==> config.mk <==
export PLATFORM = sky130hd
export DESIGN_NAME = gaps_ram
export DESIGN_NICKNAME = d
export VERILOG_FILES = /design/src/design/gaps_ram.sv
export SDC_FILE = /design/constraint.sdc
export NUM_CORES = 1
export LEC_CHECK = 0
export BUFFER_PORTS_ARGS = -buffer_cell sky130_fd_sc_hd__buf_4
export CORE_MARGIN = 4
export CORE_UTILIZATION = 55
export CTS_BUF_LIST = sky130_fd_sc_hd__clkbuf_2 sky130_fd_sc_hd__clkbuf_4 sky130_fd_sc_hd__clkbuf_8
export DETAILED_ROUTE_END_ITERATION = 8
export PLACE_DENSITY = 0.71
export SYNTH_ARGS = -nofsm -noshare
export SYNTH_HDL_FRONTEND = slang
export SYNTH_SLANG_ARGS = --single-unit
export TNS_END_PERCENT = 1
==> constraint.sdc <==
create_clock -name clk -period 3 [get_ports clk]
set_clock_uncertainty 0.15 [all_clocks]
set_input_delay 0.15 -clock clk [delete_from_list [all_inputs] [get_ports clk]]
set_output_delay 0.15 -clock clk [all_outputs]
set_load 0.1 [all_outputs]
==> src/design/gaps_ram.sv <==
// Generic single-write, single-read RAM with registered read data.
`default_nettype none
module gaps_ram #(
	parameter int WIDTH = 8,
	parameter int DEPTH = 64
) (
	input  wire logic                     clk,
	input  wire logic                     we,
	input  wire logic [$clog2(DEPTH)-1:0] waddr,
	input  wire logic [WIDTH-1:0]         wdata,
	input  wire logic                     re,
	input  wire logic [$clog2(DEPTH)-1:0] raddr,
	output logic      [WIDTH-1:0]         rdata
);

	logic [WIDTH-1:0] mem [DEPTH];

	always_ff @(posedge clk) begin
		if (we) begin
			mem[waddr] <= wdata;
		end
		if (re) begin
			rdata <= mem[raddr];
		end
	end

endmodule
`default_nettype wire

==> impl_metrics.py, run 1 <==
metrics = {
    "outcome": {
        "outcome": "finished, final reports clean",
    },
    "power_and_ir_drop": {
        "finalPower_mw": 14.5,
        "internal_power_mw": 11.3,
        "switching_power_as_a_share_of_total_power": 0.217,
        "static-leakage-power_nw": 7.52,
        "comb_power_share": 0.059,
        "power_density_nw_per_um2": 623,
        "max-vdd-ir-drop_mv": 0.353,
        "pwr-share-seq": 0.558,
        "switching_pwr_mw": 3.15,
        "power.share.clock": 0.383,
    },
    "clocking": {
        "cts_hold_buf": 19,
        "post-cts-setup-buffer-count": 0,
        "htree_levels": 3,
        "tritoncts": "built",
        "clk_latency_ns": 0.61,
        "cts-resized-gates": 0,
        "cts_root_buf": "sky130_fd_sc_hd__clkbuf_8",
        "tritoncts_num_sinks": 520,
        "cts_max_path_buffers": 3,
        "numCtsBuffers": 81,
        "cts.clk_slew.worst_paths_ns": 0.06,
    },
    "logic_synthesis": {
        "synth_largest_type_area_fraction": 0.771,
        "synth.distinct_cells": 39,
        "synthesis.area_um2": 20200,
        "syn_area_per_cell_um2": 21.5,
        "number_of_warning_messages_in_the_yosys_log": 0,
        "synth_async_sr_flop_share": 0,
        "synth_top_cells_by_area": "sky130_fd_sc_hd__edfxtp_1, sky130_fd_sc_hd__mux4_2, sky130_fd_sc_hd__nor2_1",
        "post_synth_inst_count": 940,
        "synthDominantAreaCellType": "sky130_fd_sc_hd__edfxtp_1",
        "dominantRegCellSynth": "sky130_fd_sc_hd__edfxtp_1",
        "seq_area_frac_synth": 0.771,
        "yosys.cell_count.top_type": "sky130_fd_sc_hd__edfxtp_1",
        "number_of_synthesized_flops_with_an_enable_pin": 520,
        "synth-seq-cells": 520,
        "synth.net_count": 963,
        "synth_common_cells": "sky130_fd_sc_hd__edfxtp_1, sky130_fd_sc_hd__mux4_2, sky130_fd_sc_hd__nor2_1",
    },
    "detailed_routing": {
        "drcViolationCount": 0,
        "totalWireLength_mm": 44.4,
        "ant_nets": 0,
        "drt_iter0_drc": 1163,
        "vias": 10100,
        "wl_per_cell_um": 27.0,
        "drtPass1Iterations": 5,
        "post_drt_via_cell_ratio": 6.16,
    },
    "setup_path": {
        "crit_path_max_fanout": 10,
        "crit_chain": "dlygate4sd3_1, buf_4, nand2_1, dlygate4sd3_1, nor2_1, dlygate4sd3_1",
        "critical_path_class": "in -> reg",
        "critPathSlowestCell": "sky130_fd_sc_hd__dlygate4sd3_1",
        "worstPathBufferInverterCount": 4,
        "critical_path.endpoint_type": "flip-flop",
        "critical-path-max-stage-delay_ns": 0.65,
        "critPathRequiredTime_ns": 3.16,
        "critPathMostFrequentCell": "sky130_fd_sc_hd__dlygate4sd3_1",
        "critPathLaunchType": "input pin",
        "cpLargestDelayFamily": "buffers and inverters",
        "worst-endpoint-arrival_ns": 2.45,
    },
    "finish": {
        "syn_to_final_growth_pct": 14.8,
        "num_antenna_cells": 0,
        "final_net_count": 1140,
        "area.sequential_um2": 15600,
        "multi_input_area_um2": 4320,
        "fillerInstances": 2432,
        "final_cell_utilization_of_the_core": 0.638,
        "fin_area_um2": 23200,
        "drive_above_1_share": 0.329,
    },
    "placement": {
        "gp_congestion": 0.809,
        "port_buffers": 30,
        "dpl.hpwl_mm": 27.0,
        "placed_area_um2": 21600,
    },
    "timing": {
        "clock.fmax_mhz": 437,
        "post-route-period-util": 0.763,
        "final.min_clock_period_ns": 2.29,
        "timing_hold_violations_final": 0,
        "slew-limit-headroom": 0.464,
        "tightestPinTransition_ns": 0.802,
        "setup_repair_after_global_routing_missed_its_margin": "false",
        "setup-tns-final_ns": 0,
        "final_max_slew_viol_count": 0,
        "finalSetupViolCount": 0,
    },
    "global_route": {
        "grt_first_pass_wirelength_mm": 66.2,
        "overflow": 0,
        "first_global_vias": 10300,
        "initial_antenna_violation_count": 0,
        "gr-usage-all-layers": 0.228,
        "largest_net_degree_at_the_start_of_global_routing": 65,
    },
    "job": {
        "drv.max_cap_violation_count": 0,
    },
    "die": {
        "fp.dieArea_um2": 39900,
        "num_rows": 70,
        "die_height_um": 200,
        "initial_utilization": 0.556,
        "die-width_um": 200,
        "coreArea_um2": 36400,
        "io_pins": 31,
    },
    "hold_path": {
        "worst_min_delay_path_class": "in -> reg",
    },
}
-- worst register-to-register path, delay by kind of cell (launching register included) --
kind / cells / cell delay, ns
multiplexers: 2 / 0.75
AO/OA/AOI/OAI: 2 / 0.40
flip-flops: 1 / 0.36
AND/OR/NAND/NOR: 1 / 0.29
-- through the flow --
step / hold WS [ns] / instances / setup WS (ns)
floorplan: 0.0989 / 940 / 0.894
global placement: 0.337 / 1483 / 0.327
detailed placement: 0.339 / 1483 / 0.341
CTS: 0.0338 / 1643 / 0.771
global route: 0.0885 / 1643 / 0.610
finish: 0.0676 / 1643 / 0.712
-- cell usage in the layout, fill, tap and decap left out, types with 4 or more instances in the layout --
| cell type | count |
|---|---|
| sky130_fd_sc_hd__dlygate4sd3_1 | 19 |
| sky130_fd_sc_hd__o22ai_1 | 8 |
| sky130_fd_sc_hd__mux4_2 | 126 |
| sky130_fd_sc_hd__nor2_1 | 83 |
| sky130_fd_sc_hd__buf_12 | 7 |
| sky130_fd_sc_hd__mux2i_1 | 23 |
| sky130_fd_sc_hd__clkinv_1 | 21 |
| sky130_fd_sc_hd__o221ai_1 | 8 |
| sky130_fd_sc_hd__clkinv_2 | 12 |
| sky130_fd_sc_hd__nand2_1 | 19 |
| sky130_fd_sc_hd__a211oi_1 | 4 |
| sky130_fd_sc_hd__clkbuf_4 | 20 |
| sky130_fd_sc_hd__clkbuf_8 | 86 |
| sky130_fd_sc_hd__mux2_2 | 13 |
| sky130_fd_sc_hd__nand2b_1 | 7 |
| sky130_fd_sc_hd__edfxtp_1 | 520 |
| sky130_fd_sc_hd__nor2b_1 | 14 |
| sky130_fd_sc_hd__a221oi_1 | 6 |
| sky130_fd_sc_hd__buf_4 | 118 |
| sky130_fd_sc_hd__nor3_1 | 7 |
| sky130_fd_sc_hd__nand3_1 | 13 |
-- state kept, by name, summed over array words and instances, names as in the netlist --
| name | cells |
|---|---|
| rdata | 8 |
| mem | 512 |
-- layer usage --
layer | GRT usage | vias to the layer above | wire length (µm)
met5 | 0 | - | 0
met4 | 0.0674 | 0 | 973
met3 | 0.0497 | 83 | 3430
met2 | 0.353 | 463 | 21500
met1 | 0.336 | 5274 | 18500
li1 | - | 4296 | -
-- power by group through the flow --
stage | logic, mW | clock network (mW) | registers [mW]
2_1_floorplan | 0.429 | 0 | 8.30
3_3_place_gp | 0.833 | 0 | 8.23
3_5_place_dp | 0.846 | 0 | 8.23
4_1_cts | 0.866 | 5.67 | 8.08
5_1_grt | 0.912 | 6.06 | 8.08
6_report | 0.860 | 5.55 | 8.08
-- kinds of logic (layout without fill, tap and decap cells) --
family,after synthesis,count (layout),share of synthesized area
buffers and inverters,51,286,0.0156
AO/OA/AOI/OAI,54,54,0.0206
AND/OR/NAND/NOR,153,153,0.0337
flip-flops,520,520,0.771
multiplexers,162,162,0.159
-- layout make-up --
type,instances,share of cell area
flip-flops and latches,520,0.672
multi-input cells,369,0.186
clock buffers,105,0.0568
repair buffers,145,0.0529
well taps,468,0.0252
clock inverters,36,0.00791
-- worst paths after layout --
check	start	depth (start not counted)	to	slack [ns]
worst max-delay path	waddr[2]	6	mem[54][0]	0.71
worst min-delay path	waddr[3]	3	mem[15][1]	0.07
worst max register to register	mem[29][4]	5	rdata[4]	0.78
worst min register to register	mem[19][1]	4	rdata[1]	0.76
No activity file was read; power rests on OpenSTA's default activity.
==> run 2: changes to the inputs <==
--- a/config.mk
+++ b/config.mk
@@ -10,7 +10,7 @@
 export CORE_UTILIZATION = 55
 export CTS_BUF_LIST = sky130_fd_sc_hd__clkbuf_2 sky130_fd_sc_hd__clkbuf_4 sky130_fd_sc_hd__clkbuf_8
 export DETAILED_ROUTE_END_ITERATION = 8
-export PLACE_DENSITY = 0.71
+export PLACE_DENSITY = 0.74
 export SYNTH_ARGS = -nofsm -noshare
 export SYNTH_HDL_FRONTEND = slang
 export SYNTH_SLANG_ARGS = --single-unit
==> constraint.sdc (replaced) <==
create_clock -name clk -period 1.99 [get_ports clk]
set_clock_uncertainty 0.15 [all_clocks]
set_input_delay 0.0995 -clock clk [delete_from_list [all_inputs] [get_ports clk]]
set_output_delay 0.0995 -clock clk [all_outputs]
set_load 0.1 [all_outputs]
==> run 2 against run 1 <==
  * The flow now finishes with violations (setup timing)
  * Critical path depth down 1
  * Clock power up 54%
  * Cell area up 3.3%
  * Register-to-register slack worse by 0.87 ns
  * Sequential cell count unchanged
==> impl_metrics.py, run 2 (synthesis results as in run 1) <==
metrics = {
    "outcome": {
        "outcome": "finished with violations",
        "failed_checks": "setup timing",
    },
    "placement": {
        "port_buffers": 30,
        "gp_congestion": 0.854,
        "dpl.hpwl_mm": 28.6,
        "placed_area_um2": 22100,
    },
    "timing": {
        "hold-worst-slack_ns": 0.0763,
        "finalSetupViolCount": 7,
        "clock.fmax_mhz": 481,
        "final.min_clock_period_ns": 2.08,
        "tightestPinTransition_ns": 0.698,
        "post-route-period-util": 1.04,
        "setup_repair_after_global_routing_missed_its_margin": "true",
        "slew-limit-headroom": 0.534,
        "layout_setup_ws_ns": -0.0886,
        "timing_hold_violations_final": 0,
        "final_max_slew_viol_count": 0,
    },
    "setup_path": {
        "worst-endpoint-arrival_ns": 2.31,
        "critPathLaunchType": "flip-flop",
        "critPathRequiredTime_ns": 2.23,
        "critical_path_class": "reg -> reg",
        "critical_path.endpoint_type": "flip-flop",
        "crit_path_max_fanout": 1,
    },
    "die": {
        "die_height_um": 200,
        "io_pins": 31,
        "die-width_um": 200,
        "num_rows": 70,
        "fp.dieArea_um2": 39900,
        "initial_utilization": 0.556,
        "coreArea_um2": 36400,
    },
    "power_and_ir_drop": {
        "max-vdd-ir-drop_mv": 0.465,
        "finalPower_mw": 22.2,
        "power_density_nw_per_um2": 923,
        "static-leakage-power_nw": 7.93,
    },
    "finish": {
        "syn_to_final_growth_pct": 18.6,
        "reg_top3": "mem: 512 flops, rdata: 8 flops",
        "final_cell_utilization_of_the_core": 0.659,
        "layout.cells.most_common_list": "sky130_fd_sc_hd__edfxtp_1, sky130_fd_sc_hd__buf_4, sky130_fd_sc_hd__mux4_2",
        "drive_above_1_share": 0.379,
        "flip_flop_count_of_the_largest_register_after_layout": 512,
        "fin_area_um2": 24000,
        "layout_commonest_cell": "sky130_fd_sc_hd__edfxtp_1",
        "num_antenna_cells": 0,
        "final_net_count": 1199,
        "largest-register": "mem",
    },
    "detailed_routing": {
        "wl_per_cell_um": 26.7,
        "vias": 10400,
        "post_drt_via_cell_ratio": 6.09,
        "ant_nets": 0,
        "totalWireLength_mm": 45.5,
        "drcViolationCount": 0,
        "drt_iter0_drc": 1038,
        "drtPass1Iterations": 5,
    },
    "job": {
        "drv.max_cap_violation_count": 0,
    },
    "clocking": {
        "cts_root_buf": "sky130_fd_sc_hd__clkbuf_8",
        "tritoncts_num_sinks": 520,
        "post-cts-setup-buffer-count": 0,
        "numCtsBuffers": 80,
        "htree_levels": 3,
        "clk_latency_ns": 0.64,
        "cts.clk_slew.worst_paths_ns": 0.06,
        "tritoncts": "built",
        "cts_max_path_buffers": 3,
    },
    "global_route": {
        "initial_antenna_violation_count": 1,
        "grt_first_pass_wirelength_mm": 67.8,
        "overflow": 0,
        "largest_net_degree_at_the_start_of_global_routing": 65,
        "first_global_vias": 10800,
        "gr-usage-all-layers": 0.235,
    },
    "hold_path": {
        "worst_min_delay_path_class": "in -> reg",
    },
}
run 2: critical path: stages, from the launching register on:
cell and delay (ns):
sky130_fd_sc_hd__edfxtp_1 0.37, sky130_fd_sc_hd__mux4_2 0.49, sky130_fd_sc_hd__mux2_4 0.29, sky130_fd_sc_hd__o221a_4 0.28, sky130_fd_sc_hd__nor3_4 0.14, sky130_fd_sc_hd__o32ai_1 0.09
run 2: area by class of cell:
type	count	area (µm²)
multi-input combinational	369	4500
timing repair buffer	205	1790
clock inverter	27	166
fill	2287	12400
tap	468	586
clock buffer	112	1370
sequential	520	15600
run 2: metal layers:
layer  share of wire  GRT usage
met5         0.00022          0
met4           0.029     0.0881
met3           0.087     0.0512
met2            0.48      0.369
met1            0.40      0.332
run 2: repair_timing:
action	in CTS	in global routing
resized for setup	26	9
pin swaps	10	3
setup endpoints to repair	8	8
hold endpoints to repair	595	0
hold buffers	16	0
gates cloned	0	0
run 2: per-stage QoR:
stage | worst slack (ns) | setup TNS [ns] | cells
final | -0.0886 | -0.307 | 1701
after global routing | -0.129 | -0.691 | 1701
after CTS | -0.112 | -0.443 | 1702
after detailed placement | -0.548 | -3.02 | 1547
after global placement | -0.510 | -2.92 | 1547
after floorplan | 0.00967 | 0 | 940
run 2: final timing paths:
kind	startpoint	end	slack, ns	depth (start not counted)
worst min register to register	mem[30][6]	rdata[6]	0.82	3
worst max register to register	mem[29][4]	rdata[4]	-0.09	5
worst max-delay path	mem[29][4]	rdata[4]	-0.09	5
worst min-delay path	waddr[4]	mem[49][2]	0.08	4
run 2: where the power goes:
part | switching [mW] | internal [mW]
Combinational | 0.847 | 0.607
Clock | 3.87 | 4.66
Sequential | 0.0380 | 12.2
